## src/hw/rtl/dsr_pkg.sv

```systemverilog
// Shared types and constants for the DMX slot receiver.
package dsr_pkg;

   // Channel window size and frame length, in slots.
   localparam logic [7:0] CHANNELS    = 8'd16;
   localparam logic [7:0] FRAME_SLOTS = 8'd128;

   // Base address is always a multiple of four.
   localparam logic [6:0] BASE_MASK = 7'b1111100;

   // Configuration register reset values.
   localparam logic [6:0]  BASE_RESET    = 7'd0;
   localparam logic [15:0] DATA_RESET    = 16'd100;
   localparam logic [15:0] SIGNAL_RESET  = 16'd1000;
   localparam logic [15:0] FRAMING_RESET = 16'd1000;

   // Configuration register indexes.
   localparam logic [1:0] CSR_BASE_ADDRESS   = 2'd0;
   localparam logic [1:0] CSR_DATA_TIMEOUT   = 2'd1;
   localparam logic [1:0] CSR_SIGNAL_TIMEOUT = 2'd2;
   localparam logic [1:0] CSR_FRAMING_HOLD   = 2'd3;

   // Request opcodes.
   localparam logic [1:0] OP_BYTE   = 2'd0;
   localparam logic [1:0] OP_TICK   = 2'd1;
   localparam logic [1:0] OP_RESYNC = 2'd2;

   // Per-transaction controls for the watchdog block.
   typedef struct packed {
      logic tick;
      logic byte_seen;
      logic frame_err;
      logic data_hit;
   } wdog_ctl_type;

   typedef struct packed {
      logic data_valid;
      logic no_signal;
      logic framing_fault;
   } flags_type;

endpackage

```

## src/hw/rtl/dsr_if.sv

```systemverilog
// Request and response channel interfaces for the DMX slot receiver.
interface dsr_req_if;
   logic       valid;
   logic       ready;
   logic [1:0] opcode;
   logic       framing_error;
   logic [7:0] rx_byte;

   modport source (output valid, output opcode, output framing_error, output rx_byte,
                   input ready);
   modport sink (input valid, input opcode, input framing_error, input rx_byte,
                 output ready);
endinterface

interface dsr_rsp_if;
   logic       valid;
   logic       ready;
   logic       channel_write;
   logic [6:0] channel_index;
   logic [7:0] channel_level;
   logic       data_valid_flag;
   logic       no_signal_flag;
   logic       framing_fault_flag;

   modport source (output valid, output channel_write, output channel_index,
                   output channel_level, output data_valid_flag, output no_signal_flag,
                   output framing_fault_flag, input ready);
   modport sink (input valid, input channel_write, input channel_index,
                 input channel_level, input data_valid_flag, input no_signal_flag,
                 input framing_fault_flag, output ready);
endinterface

```

## src/hw/rtl/dsr_watchdog.sv

```systemverilog
// Data, signal and framing watchdog timers with their indicator flags.
module dsr_watchdog (
   input  logic                  clock,
   input  logic                  reset,
   input  logic                  step,
   input  dsr_pkg::wdog_ctl_type ctl,
   input  logic [15:0]           data_timeout,
   input  logic [15:0]           signal_timeout,
   input  logic [15:0]           framing_hold,
   output dsr_pkg::flags_type    flags_next
);

   logic [15:0]        data_timer_ff, data_timer_in;
   logic [15:0]        signal_timer_ff, signal_timer_in;
   logic [15:0]        framing_timer_ff, framing_timer_in;
   dsr_pkg::flags_type flags_ff, flags_in;

   always_comb begin
      data_timer_in    = data_timer_ff;
      signal_timer_in  = signal_timer_ff;
      framing_timer_in = framing_timer_ff;
      flags_in         = flags_ff;

      if (ctl.tick) begin
         if (data_timer_ff != 16'd0) begin
            data_timer_in       = data_timer_ff - 16'd1;
            flags_in.data_valid = 1'b1;
         end else begin
            flags_in.data_valid = 1'b0;
         end
         if (signal_timer_ff != 16'd0) begin
            signal_timer_in    = signal_timer_ff - 16'd1;
            flags_in.no_signal = 1'b0;
         end else begin
            flags_in.no_signal = 1'b1;
         end
         if (framing_timer_ff != 16'd0) begin
            framing_timer_in = framing_timer_ff - 16'd1;
         end else begin
            flags_in.framing_fault = 1'b0;
         end
      end

      if (ctl.byte_seen) begin
         signal_timer_in = signal_timeout;
      end
      if (ctl.frame_err) begin
         framing_timer_in       = framing_hold;
         flags_in.framing_fault = 1'b1;
      end
      if (ctl.data_hit) begin
         data_timer_in = data_timeout;
      end
   end

   assign flags_next = flags_in;

   always_ff @(posedge clock) begin
      if (reset) begin
         data_timer_ff    <= '0;
         signal_timer_ff  <= '0;
         framing_timer_ff <= '0;
         flags_ff         <= '0;
      end else if (step) begin
         data_timer_ff    <= data_timer_in;
         signal_timer_ff  <= signal_timer_in;
         framing_timer_ff <= framing_timer_in;
         flags_ff         <= flags_in;
      end
   end

endmodule

```

## src/hw/rtl/dmx_slot_receiver.sv

```systemverilog
// DMX512 slot receiver top level: sync tracking, slot window and result register.
//
//   channel  | dir | transaction
//   ---------+-----+--------------------------------------------------------
//   req_chan | in  | opcode (byte / tick / resync), framing_error, rx_byte
//   rsp_chan | out | channel write, index, level and the three indicator flags
//   csr_*    | in  | write-only register port, one write per cycle
//
// One transaction per cycle sustained while rsp_chan is ready. An input register
// (stage 1) feeds the decode and state update, which load the result register.
// Stage 1 and the result register each hold one transaction, so one more can enter
// stage 1 while a result waits; a stall on rsp_chan backs up into req_chan.ready.
// Synchronous active-high reset clears valids, sync state, slot counter, timers,
// flags and restores the register defaults.
module dmx_slot_receiver (
   input  logic        clock,
   input  logic        reset,
   dsr_req_if.sink     req_chan,
   dsr_rsp_if.source   rsp_chan,
   input  logic        csr_we,
   input  logic [1:0]  csr_index,
   input  logic [15:0] csr_wdata
);

   typedef enum logic [1:0] {
      ST_NOSYNC  = 2'd0,
      ST_WAIT    = 2'd1,
      ST_PAYLOAD = 2'd2
   } sync_type;

   // Configuration registers
   logic [6:0]  base_ff;
   logic [15:0] data_timeout_ff;
   logic [15:0] signal_timeout_ff;
   logic [15:0] framing_hold_ff;

   // Stage 1: accepted transaction
   logic       s1_valid_ff, s1_valid_in;
   logic [1:0] s1_opcode_ff;
   logic       s1_ferr_ff;
   logic [7:0] s1_byte_ff;

   // Sync state
   sync_type   sync_ff, sync_in;
   logic [7:0] slot_ff, slot_in;

   // Result register
   logic               out_valid_ff, out_valid_in;
   logic               out_write_ff, out_write_in;
   logic [6:0]         out_index_ff, out_index_in;
   logic [7:0]         out_level_ff, out_level_in;
   dsr_pkg::flags_type out_flags_ff, flags_next;

   logic                  req_take;
   logic                  advance;
   logic [6:0]            base;
   logic [8:0]            slot_diff;
   logic                  in_window;
   logic [7:0]            slot_inc;
   dsr_pkg::wdog_ctl_type wdog_ctl;

   // Move stage 1 into the result register when that slot is free or drains now.
   assign advance          = s1_valid_ff && (!out_valid_ff || rsp_chan.ready);
   assign req_chan.ready   = !s1_valid_ff || advance;
   assign req_take         = req_chan.valid && req_chan.ready;

   assign s1_valid_in  = req_take ? 1'b1 : (advance ? 1'b0 : s1_valid_ff);
   assign out_valid_in = advance ? 1'b1 : (rsp_chan.ready ? 1'b0 : out_valid_ff);

   // Channel window: slot - base in [0, CHANNELS)
   assign base      = base_ff & dsr_pkg::BASE_MASK;
   assign slot_diff = {1'b0, slot_ff} - {2'b00, base};
   assign in_window = !slot_diff[8] && (slot_diff[7:0] < dsr_pkg::CHANNELS);
   assign slot_inc  = slot_ff + 8'd1;

   always_comb begin
      sync_in      = sync_ff;
      slot_in      = slot_ff;
      out_write_in = 1'b0;
      out_index_in = '0;
      out_level_in = '0;
      wdog_ctl     = '0;

      case (s1_opcode_ff)
         dsr_pkg::OP_BYTE: begin
            wdog_ctl.byte_seen = 1'b1;
            if (s1_ferr_ff) begin
               // break: syncs an idle receiver, flags a fault otherwise
               if (sync_ff == ST_NOSYNC) begin
                  slot_in = '0;
                  sync_in = ST_WAIT;
               end else begin
                  wdog_ctl.frame_err = 1'b1;
               end
            end else if (sync_ff == ST_WAIT) begin
               if (s1_byte_ff == 8'h00) begin
                  sync_in = ST_PAYLOAD;
               end
            end else if (sync_ff == ST_PAYLOAD) begin
               if (in_window) begin
                  out_write_in      = 1'b1;
                  out_index_in      = slot_diff[6:0];
                  out_level_in      = s1_byte_ff;
                  wdog_ctl.data_hit = (s1_byte_ff != 8'h00);
               end
               slot_in = slot_inc;
               if (slot_inc >= dsr_pkg::FRAME_SLOTS) begin
                  sync_in = ST_NOSYNC;
               end
            end
         end
         dsr_pkg::OP_TICK: begin
            wdog_ctl.tick = 1'b1;
         end
         dsr_pkg::OP_RESYNC: begin
            slot_in = '0;
            sync_in = ST_NOSYNC;
         end
         default: begin
         end
      endcase
   end

   dsr_watchdog u_watchdog (
      .clock          (clock),
      .reset          (reset),
      .step           (advance),
      .ctl            (wdog_ctl),
      .data_timeout   (data_timeout_ff),
      .signal_timeout (signal_timeout_ff),
      .framing_hold   (framing_hold_ff),
      .flags_next     (flags_next)
   );

   always_ff @(posedge clock) begin
      if (reset) begin
         base_ff           <= dsr_pkg::BASE_RESET;
         data_timeout_ff   <= dsr_pkg::DATA_RESET;
         signal_timeout_ff <= dsr_pkg::SIGNAL_RESET;
         framing_hold_ff   <= dsr_pkg::FRAMING_RESET;
      end else if (csr_we) begin
         case (csr_index)
            dsr_pkg::CSR_BASE_ADDRESS:   base_ff           <= csr_wdata[6:0];
            dsr_pkg::CSR_DATA_TIMEOUT:   data_timeout_ff   <= csr_wdata;
            dsr_pkg::CSR_SIGNAL_TIMEOUT: signal_timeout_ff <= csr_wdata;
            dsr_pkg::CSR_FRAMING_HOLD:   framing_hold_ff   <= csr_wdata;
            default: begin
            end
         endcase
      end
   end

   always_ff @(posedge clock) begin
      if (reset) begin
         s1_valid_ff  <= 1'b0;
         out_valid_ff <= 1'b0;
         sync_ff      <= ST_NOSYNC;
         slot_ff      <= '0;
      end else begin
         s1_valid_ff  <= s1_valid_in;
         out_valid_ff <= out_valid_in;
         if (advance) begin
            sync_ff <= sync_in;
            slot_ff <= slot_in;
         end
      end
   end

   // Payload registers
   always_ff @(posedge clock) begin
      if (req_take) begin
         s1_opcode_ff <= req_chan.opcode;
         s1_ferr_ff   <= req_chan.framing_error;
         s1_byte_ff   <= req_chan.rx_byte;
      end
      if (advance) begin
         out_write_ff <= out_write_in;
         out_index_ff <= out_index_in;
         out_level_ff <= out_level_in;
         out_flags_ff <= flags_next;
      end
   end

   assign rsp_chan.valid              = out_valid_ff;
   assign rsp_chan.channel_write      = out_write_ff;
   assign rsp_chan.channel_index      = out_index_ff;
   assign rsp_chan.channel_level      = out_level_ff;
   assign rsp_chan.data_valid_flag    = out_flags_ff.data_valid;
   assign rsp_chan.no_signal_flag     = out_flags_ff.no_signal;
   assign rsp_chan.framing_fault_flag = out_flags_ff.framing_fault;

`ifndef SYNTHESIS
   a_index_in_window: assert property (@(posedge clock) disable iff (reset)
      out_valid_ff && out_write_ff |-> {1'b0, out_index_ff} < dsr_pkg::CHANNELS)
      else $error("channel index outside window");

   a_idle_fields_zero: assert property (@(posedge clock) disable iff (reset)
      out_valid_ff && !out_write_ff |-> out_index_ff == 7'd0 && out_level_ff == 8'd0)
      else $error("index or level nonzero without channel write");

   a_payload_slot_range: assert property (@(posedge clock) disable iff (reset)
      sync_ff == ST_PAYLOAD |-> slot_ff < dsr_pkg::FRAME_SLOTS)
      else $error("slot counter past frame end in payload");

   a_break_syncs: assert property (@(posedge clock) disable iff (reset)
      advance && s1_opcode_ff == dsr_pkg::OP_BYTE && s1_ferr_ff && sync_ff == ST_NOSYNC
      |=> sync_ff == ST_WAIT && slot_ff == 8'd0)
      else $error("break did not start a frame");
`endif

endmodule
```

## src/flat_wrapper.sv

```systemverilog
// flat-port wrapper written by rule: the top's interface ports become plain ports
module dmx_slot_receiver_flat 
  (clock, reset, csr_we, csr_index, csr_wdata, req_chan_valid, req_chan_opcode, req_chan_framing_error, req_chan_rx_byte, req_chan_ready, rsp_chan_valid, rsp_chan_channel_write, rsp_chan_channel_index, rsp_chan_channel_level, rsp_chan_data_valid_flag, rsp_chan_no_signal_flag, rsp_chan_framing_fault_flag, rsp_chan_ready);
  dsr_req_if req_chan_i ();
  dsr_rsp_if rsp_chan_i ();
  input  logic clock;
  input  logic reset;
  input  logic csr_we;
  input  logic [1:0] csr_index;
  input  logic [15:0] csr_wdata;
  input wire logic [$bits(req_chan_i.valid)-1:0] req_chan_valid;
  input wire logic [$bits(req_chan_i.opcode)-1:0] req_chan_opcode;
  input wire logic [$bits(req_chan_i.framing_error)-1:0] req_chan_framing_error;
  input wire logic [$bits(req_chan_i.rx_byte)-1:0] req_chan_rx_byte;
  output wire logic [$bits(req_chan_i.ready)-1:0] req_chan_ready;
  output wire logic [$bits(rsp_chan_i.valid)-1:0] rsp_chan_valid;
  output wire logic [$bits(rsp_chan_i.channel_write)-1:0] rsp_chan_channel_write;
  output wire logic [$bits(rsp_chan_i.channel_index)-1:0] rsp_chan_channel_index;
  output wire logic [$bits(rsp_chan_i.channel_level)-1:0] rsp_chan_channel_level;
  output wire logic [$bits(rsp_chan_i.data_valid_flag)-1:0] rsp_chan_data_valid_flag;
  output wire logic [$bits(rsp_chan_i.no_signal_flag)-1:0] rsp_chan_no_signal_flag;
  output wire logic [$bits(rsp_chan_i.framing_fault_flag)-1:0] rsp_chan_framing_fault_flag;
  input wire logic [$bits(rsp_chan_i.ready)-1:0] rsp_chan_ready;
  assign req_chan_i.valid = req_chan_valid;
  assign req_chan_i.opcode = req_chan_opcode;
  assign req_chan_i.framing_error = req_chan_framing_error;
  assign req_chan_i.rx_byte = req_chan_rx_byte;
  assign req_chan_ready = req_chan_i.ready;
  assign rsp_chan_valid = rsp_chan_i.valid;
  assign rsp_chan_channel_write = rsp_chan_i.channel_write;
  assign rsp_chan_channel_index = rsp_chan_i.channel_index;
  assign rsp_chan_channel_level = rsp_chan_i.channel_level;
  assign rsp_chan_data_valid_flag = rsp_chan_i.data_valid_flag;
  assign rsp_chan_no_signal_flag = rsp_chan_i.no_signal_flag;
  assign rsp_chan_framing_fault_flag = rsp_chan_i.framing_fault_flag;
  assign rsp_chan_i.ready = rsp_chan_ready;
  dmx_slot_receiver u_core (.clock(clock), .reset(reset), .req_chan(req_chan_i), .rsp_chan(rsp_chan_i), .csr_we(csr_we), .csr_index(csr_index), .csr_wdata(csr_wdata));
endmodule
```

## config.mk

```make
export PLATFORM = sky130hd
export DESIGN_NAME = dmx_slot_receiver_flat
export DESIGN_NICKNAME = d
export VERILOG_FILES = /design/src/hw/rtl/dsr_pkg.sv /design/src/hw/rtl/dsr_if.sv /design/src/hw/rtl/dsr_watchdog.sv /design/src/hw/rtl/dmx_slot_receiver.sv /design/src/flat_wrapper.sv
export SDC_FILE = /design/constraint.sdc
export NUM_CORES = 1
export LEC_CHECK = 0
export BUFFER_PORTS_ARGS = -buffer_cell sky130_fd_sc_hd__buf_2
export CORE_AREA = 2 2 117 119
export CTS_CLUSTER_DIAMETER = 150
export DETAILED_ROUTE_END_ITERATION = 6
export DIE_AREA = 0 0 119 121
export GPL_TIMING_DRIVEN = 0
export PLACE_DENSITY = 0.81
export SLEW_MARGIN = 40
export SYNTH_ARGS = -nofsm -noshare
export SYNTH_HDL_FRONTEND = slang
export SYNTH_HIERARCHICAL = 1
export SYNTH_SLANG_ARGS = --single-unit
```

## constraint.sdc

```tcl
create_clock -name clock -period 5.3 [get_ports clock]
set_input_delay 0.53 -clock clock [delete_from_list [all_inputs] [get_ports clock]]
set_output_delay 0.53 -clock clock [all_outputs]
set_load 0.02 [all_outputs]
```

==> impl_metrics.ini, run 1 <==
[route]
wl_microns = 19000
wl_per_cell_microns = 17.1
postRouteAntennaNets = 0
wl_met2_microns = 8560
remaining_drc_errors = 1
met3_length_microns = 1840
vias_per_cell = 6.07
drt_iter0_drc = 896
topRoutingLayerUsed = met4
firstDrtPassIters = 7
met1_length_microns = 8140
route.vias.total = 6745

[pwr]
p_leak_nw = 3.01
ir_drop_mv = 0.212
p_sw_mw = 0.723
power_density_nw_per_um2 = 333
p_sw_share_pct = 27.0
power_frac_seq_pct = 45.0
comb_power_share_pct = 13.6
p_int_mw = 1.96
p_clk_share_pct = 41.5

[cts]
cts_tree = built
htreeDepth = 4
clk_pin_slew_ns = 0.06
cts_buffers = 17
post_cts_resized = 0
clock_sinks = 146
cts_buffer_depth = 2
cts-hold-fix-buffers = 0
cts_setup_buffers = 0
cts-root-buf = clkbuf_16
clk_latency_ns = 0.42

[worst_setup_path]
r2r_start = u_core/slot_ff[3]
r2r_cells = 11
worstSetupEndpointType = flip-flop
critPathMaxFanout = 10
rr_endpoint = u_core/u_watchdog/data_timer_ff[0]
cp.arrival_ns = 4.53
reg2reg_slack_ns = 1.08
crit_type = flip-flop to flip-flop
startpoint_type = flip-flop
critPathRequiredTime_ns = 5.61

[finish]
syn_to_final_growth_pct = 15.3
antenna_cells = 0
drive_gt1_share_pct = 12.1
fin_nets = 967

[floorplanning]
dieArea_sq_um = 14400
die_y_microns = 121
io_pins = 55
initial_core_util_pct = 53.4
core_region_area_sq_um = 13100
die_w_microns = 119
rows = 42

[timing]
worst_pin_slew_ns = 0.752
min_period_ns = 4.22
setup-tns-final_ns = 0
setup_viol = 0
final-max-slew-violation-count = 0
finalHoldViolCount = 0
max_slew_margin_pct = 49.7
max_freq_ghz = 0.237
layout_setup_ws_ns = 1.08
fin_crit_sh_pct = 79.6
rsz0062_at_grt = false
fin_skew_ns = 0.0116

[synth]
ys_ff_latch = 146
synthesis.instances = 847
syn_avg_cell_area_sq_um = 8.24
ys.warnings.count = 6
netlist_area_sq_um = 6980
synthArstFlopShare_pct = 0
synth-edff-count = 30
ys_seq_area_share_pct = 46.2
synth_ff_type = dfxtp_1
yosysUniqueCellTypes = 66

[worst_hold_path]
worstHoldPathCells = 1
hold_start = req_chan_opcode[0]
hold_path_class = input port to flip-flop
worstHoldEndpoint = u_core/s1_opcode_ff[0]

[placed_design]
dpl.hpwl_microns = 13400
dpl_worst_slack_ns = 1.19
gp_congestion = 0.969
io_buffers = 53

[global_routing]
antenna_found_initial = 0
overflow = 0
grt_max_degree = 21
grt_pass1_wl_microns = 30000
grt_usage_pct = 26.4
grt_pass1_vias = 5985

[outcome]
violations = design-rule violations
status = finished with violations

[run]
max_cap_violations = 0
worst max-delay path by stage:
stage	slack, ns	start	to	cells after the start
2_1_floorplan	2.02	u_core/slot_ff[3]	u_core/u_watchdog/data_timer_ff[0]	11
3_3_place_gp	1.25	u_core/slot_ff[3]	u_core/u_watchdog/data_timer_ff[6]	13
3_5_place_dp	1.19	u_core/slot_ff[3]	u_core/u_watchdog/data_timer_ff[6]	13
4_1_cts	1.12	u_core/slot_ff[3]	u_core/u_watchdog/data_timer_ff[0]	11
5_1_grt	0.90	u_core/slot_ff[3]	u_core/u_watchdog/data_timer_ff[12]	13
6_report	1.08	u_core/slot_ff[3]	u_core/u_watchdog/data_timer_ff[0]	11
worst max-delay path, cell delays in order (launching register included):
cell and delay [ns]:
dfxtp_1 0.47, ha_1 0.28, nor2b_1 0.13, o21a_1 0.18
or4_4 0.49, a2111oi_4 0.47, nor2b_1 0.28, clkbuf_1 0.42
clkbuf_1 0.47, clkbuf_1 0.45, nand2_1 0.13, a311oi_1 0.34
cells in the final DEF (no fill, tap or decap), types with 4 or more instances in the layout:
| master | instances |
|---|---|
| a211oi_1 | 7 |
| clkbuf_1 | 49 |
| nand3_1 | 10 |
| nor2b_1 | 7 |
| o21a_1 | 5 |
| a21oi_2 | 5 |
| clkbuf_16 | 17 |
| a31o_2 | 4 |
| nand2_1 | 174 |
| o21ai_1 | 14 |
| nand2b_1 | 5 |
| xor2_1 | 7 |
| buf_2 | 56 |
| ha_1 | 10 |
| a22o_1 | 8 |
| o31ai_1 | 8 |
| inv_1 | 19 |
| nand3b_1 | 17 |
| nor3_1 | 25 |
| nand4b_1 | 4 |
| nor2_1 | 67 |
| o21ai_0 | 48 |
| and2_1 | 13 |
| a21oi_1 | 98 |
| o41ai_1 | 6 |
| or4_1 | 11 |
| nand4_1 | 4 |
| or2_2 | 4 |
| nor4_1 | 15 |
| dfxtp_1 | 116 |
| edfxtp_1 | 30 |
cell usage after synthesis, drive strengths merged, types with 4 or more instances:
library cell	number	area, sq um
nor2	67	251
nand2	174	653
nand3	10	50.1
nand4b	4	35.0
edfxtp	30	901
and2	13	81.3
o21a	5	37.5
nand3b	17	128
nor2b	8	50.1
o21ai	64	335
nor3	25	125
a31o	4	35.0
or2	5	31.3
ha	10	125
or3	4	30.0
xor2	7	61.3
o41ai	6	52.6
or4	12	93.8
a22o	8	70.1
inv	19	71.3
nor4	17	119
buf	5	37.5
a21oi	103	534
nand2b	5	31.3
dfxtp	116	2320
clkbuf	46	173
o31ai	8	60.1
a211oi	7	52.6
nand4	4	25.0
power by group through the flow:
stage	Sequential, mW	Combinational, mW	Clock (mW)
finish	1.21	0.364	1.11
global route	1.21	0.394	1.16
CTS	1.20	0.352	1.13
detailed placement	1.23	0.350	0
global placement	1.23	0.343	0
floorplan	1.23	0.248	0
cells by family after synthesis:
family | count (synthesis) | share of synthesized area, %
other | 1 | 0.0537
muxes | 3 | 0.466
DFF | 146 | 46.2
and+or+nand+nor | 379 | 26.2
AOI/OAI and AO/OA | 227 | 19.7
buffers and inverters | 70 | 4.03
adders and majority gates | 11 | 2.08
xor gates and xnor gates | 10 | 1.25
flip-flops by register name, indices dropped and copies added (netlist names):
| name | cells |
|---|---|
| u_core/data_timeout_ff | 16 |
| u_core/framing_hold_ff | 16 |
| u_core/signal_timeout_ff | 16 |
| u_core/u_watchdog/data_timer_ff | 16 |
| u_core/u_watchdog/framing_timer_ff | 16 |
| u_core/u_watchdog/signal_timer_ff | 16 |
| u_core/rsp_chan.channel_level | 8 |
| u_core/s1_byte_ff | 8 |
| u_core/slot_ff | 8 |
| u_core/rsp_chan.channel_index | 7 |
| u_core/base_ff | 5 |
| u_core/u_watchdog/flags_ff | 3 |
| u_core/s1_opcode_ff | 2 |
| u_core/sync_ff | 2 |
| u_core/rsp_chan.channel_write | 1 |
| u_core/rsp_chan.data_valid_flag | 1 |
| u_core/rsp_chan.framing_fault_flag | 1 |
| u_core/rsp_chan.no_signal_flag | 1 |
| u_core/rsp_chan.valid | 1 |
| u_core/s1_ferr_ff | 1 |
| u_core/s1_valid_ff | 1 |
through the flow:
| stage | utilization, % | hold WS, ns | instances | total power, mW | cell area [sq um] |
|---|---|---|---|---|---|
| after global placement | 57.1 | 0.438 | 1078 | 1.57 | 7470 |
| after CTS | 61.5 | 0.272 | 1111 | 2.68 | 8040 |
| final | 61.5 | 0.282 | 1111 | 2.68 | 8050 |
| after global routing | 61.5 | 0.268 | 1111 | 2.77 | 8050 |
| after detailed placement | 57.3 | 0.444 | 1079 | 1.58 | 7500 |
| after floorplan | - | 0.431 | 849 | 1.48 | 6990 |
metal layers:
| metal | track usage, % | vias to the layer above |
|---|---|---|
| met1 | 35.7 | 3142 |
| met4 | 10.0 | 0 |
| met3 | 5.22 | 56 |
| met2 | 42.0 | 388 |
| li1 | - | 3159 |
| met5 | 0 | - |
layout make-up:
class,instances,area (sq um)
Tap cell,176,220
Timing Repair Buffer,54,280
Clock inverter,12,108
Clock buffer,20,437
Sequential cell,146,3220
Inverter,19,71.3
Fill cell,1147,5040
Buffer,51,210
Multi-Input combinational cell,633,3500
Note: power is estimated with default switching activity, not from simulation.
==> run 2: changes to the inputs <==
Settings changed: ABC_AREA set to 1, CORE_AREA 2 2 117 119 to 2 2 123 125, DIE_AREA 0 0 119 121 to 0 0 125 127.
Clock period 5.3 ns to 4.4 ns, I/O delays scaled along.
==> run 2 against run 1 <==
The run now ends clean; first-iteration DRC count shrank 27%; worst setup slack better by 0.071 ns; via count is 9.2% higher; synthesized area increased by 10%; clock power rose by 27%; wire length is 1.3% higher; combinational power is 88% higher; core utilization shrank 0.58 points; critical path type unchanged.
==> impl_metrics.ini, run 2 <==
[synth]
syn_avg_cell_area_sq_um = 6.80
synth_top_cell_area_share_pct = 30.1
netlist_area_sq_um = 7710
synth_area_leaders = dfxtp_1 (30%), nand2_1 (17%), edfxtp_1 (12%)
synthesis.instances = 1134
ys.warnings.count = 6
ys_ff_latch = 146
synth_ff_type = dfxtp_1
yosysUniqueCellTypes = 39
yosysMostFrequentCell = nand2_1
synth_largest_area_cell = dfxtp_1
synth_common_cells = nand2_1 (357), nor2_1 (219), dfxtp_1 (116)
ys_seq_area_share_pct = 41.8
synthArstFlopShare_pct = 0
synth-edff-count = 30

[timing]
setup_viol = 0
rsz0062_at_grt = false
final-max-slew-violation-count = 0
max_freq_ghz = 0.308
worst_pin_slew_ns = 0.699
fin_crit_sh_pct = 73.9
min_period_ns = 3.25
fin_skew_ns = 0.0123
finalHoldViolCount = 0
setup-tns-final_ns = 0
max_slew_margin_pct = 53.4

[floorplanning]
io_pins = 55
initial_core_util_pct = 53.4
die_w_microns = 125
die_y_microns = 127
rows = 44
dieArea_sq_um = 15900
core_region_area_sq_um = 14400

[route]
firstDrtPassIters = 6
wl_per_cell_microns = 13.7
postRouteAntennaNets = 0
drt_iter0_drc = 652
remaining_drc_errors = 0
wl_microns = 19300
vias_per_cell = 5.24
route.vias.total = 7368

[cts]
cts-hold-fix-buffers = 0
cts_setup_buffers = 0
clk_pin_slew_ns = 0.06
cts_buffers = 17
cts-root-buf = clkbuf_16
clk_latency_ns = 0.43
htreeDepth = 4
clock_sinks = 146
cts_tree = built
cts_buffer_depth = 2
post_cts_resized = 0

[global_routing]
grtUsageMet3_pct = 5.15
grt.met1_usage_pct = 32.5
busiest_layer = met2
grt_pass1_wl_microns = 31500
grt_usage_pct = 24.7
antenna_found_initial = 0
grt_max_degree = 24
overflow = 0
grt_pass1_vias = 6695
met2_usage_pct = 40.9

[worst_setup_path]
crit_type = flip-flop to flip-flop
critPathMaxFanout = 10
worstSetupEndpointType = flip-flop
startpoint_type = flip-flop
cp.arrival_ns = 3.61
cp-startpoint = u_core/slot_ff[2]
r2r_cells = 18
r2r_start = u_core/slot_ff[2]
critPathRequiredTime_ns = 4.76
critical_path.endpoint = u_core/u_watchdog/data_timer_ff[14]
reg2reg_slack_ns = 1.15
rr_endpoint = u_core/u_watchdog/data_timer_ff[14]

[placed_design]
dpl.hpwl_microns = 14100
gp_congestion = 0.932
io_buffers = 53
placedCellCount = 1373

[worst_hold_path]
hold_start = req_chan_framing_error
hold_path_class = input port to flip-flop

[pwr]
p_leak_nw = 4.26
power_density_nw_per_um2 = 406
ir_drop_mv = 0.336

[finish]
drive_gt1_share_pct = 13.3
fin_util_pct = 60.9
final_cells = 1405
final_common_cell = nand2_1
fillCellCount = 1304
antenna_cells = 0
syn_to_final_growth_pct = 14.0
fin_nets = 1253
most-common-layout-cells = nand2_1 (357), nor2_1 (219), dfxtp_1 (116), inv_1 (100), nand3_1 (76)

[run]
max_cap_violations = 0

[outcome]
status = completed
==> run 2: cell types whose count changed after synthesis, moves of 15 or more <==
| cell | previous run | this run |
|---|---|---|
| nand2_1 | 174 | 357 |
| nor4_1 | 15 | 0 |
| a21oi_1 | 98 | 43 |
| clkbuf_1 | 46 | 13 |
| nor2_1 | 67 | 219 |
| nand3_1 | 10 | 76 |
| nor3_1 | 25 | 3 |
| nand3b_1 | 17 | 1 |
| inv_1 | 19 | 101 |
| nor2_2 | 0 | 17 |
==> run 2: power by group <==
part	internal, mW	switching [mW]
logic	0.238	0.448
registers	1.43	0.0437
clock network	0.835	0.574
total	2.51	1.07
==> run 2: logic make-up after synthesis <==
group / after synthesis / synth area share, %
and+or+nand+nor: 711 / 39.2
adders and majority gates: 11 / 1.88
other: 1 / 0.0486
DFF: 146 / 41.8
AOI/OAI and AO/OA: 115 / 8.21
buffers and inverters: 144 / 8.16
xor gates and xnor gates: 6 / 0.682
==> run 2: area by class of cell <==
| type | count | area (sq um) | area share, % |
|---|---|---|---|
| clock buffer | 22 | 477 | 5.43 |
| clock inverter | 10 | 98.8 | 1.12 |
| inverter | 107 | 402 | 4.57 |
| tap | 184 | 230 | 2.62 |
| buffer | 37 | 228 | 2.59 |
| sequential | 146 | 3220 | 36.7 |
| timing repair buffer | 53 | 265 | 3.02 |
| multi-input combinational | 846 | 3860 | 44.0 |
==> run 2: how the worst min path moves through the flow <==
stage                                        endpoint  slack, ns  cells after the start
final                               u_core/s1_ferr_ff       0.19                      1
after global routing           u_core/s1_opcode_ff[0]       0.17                      1
after CTS                      u_core/s1_opcode_ff[0]       0.17                      1
after detailed placement    u_core/data_timeout_ff[5]       0.44                      2
after global placement    u_core/signal_timeout_ff[3]       0.44                      2
after floorplan             u_core/data_timeout_ff[5]       0.43                      2
==> run 2: layer usage <==
layer	up-vias	part of all wire, %
li1	3734	-
met1	3362	44
met2	243	47
met3	29	7.2
met4	0	1.6
met5	-	0
==> run 2: critical path: stages (launching register included) <==
cell	delay, ns
dfxtp_1	0.36
inv_1	0.12
ha_1	0.16
inv_1	0.08
fa_1	0.41
xnor2_1	0.21
nand3_1	0.14
a21oi_2	0.18
nand4_4	0.14
buf_6	0.19
nor2_2	0.12
buf_2	0.23
inv_2	0.13
nand2_1	0.13
nand3_2	0.13
buf_4	0.23
nand2_1	0.07
nand2_1	0.05
nor2_1	0.13
==> run 2: per-stage QoR <==
step | setup WS, ns | area [sq um] | hold slack [ns] | power (mW)
after detailed placement | 1.28 | 8210 | 0.443 | 2.18
final | 1.15 | 8790 | 0.186 | 3.57
after CTS | 1.18 | 8790 | 0.173 | 3.59
after global placement | 1.32 | 8210 | 0.440 | 2.16
after floorplan | 1.79 | 7720 | 0.429 | 2.02
after global routing | 0.874 | 8790 | 0.166 | 3.75
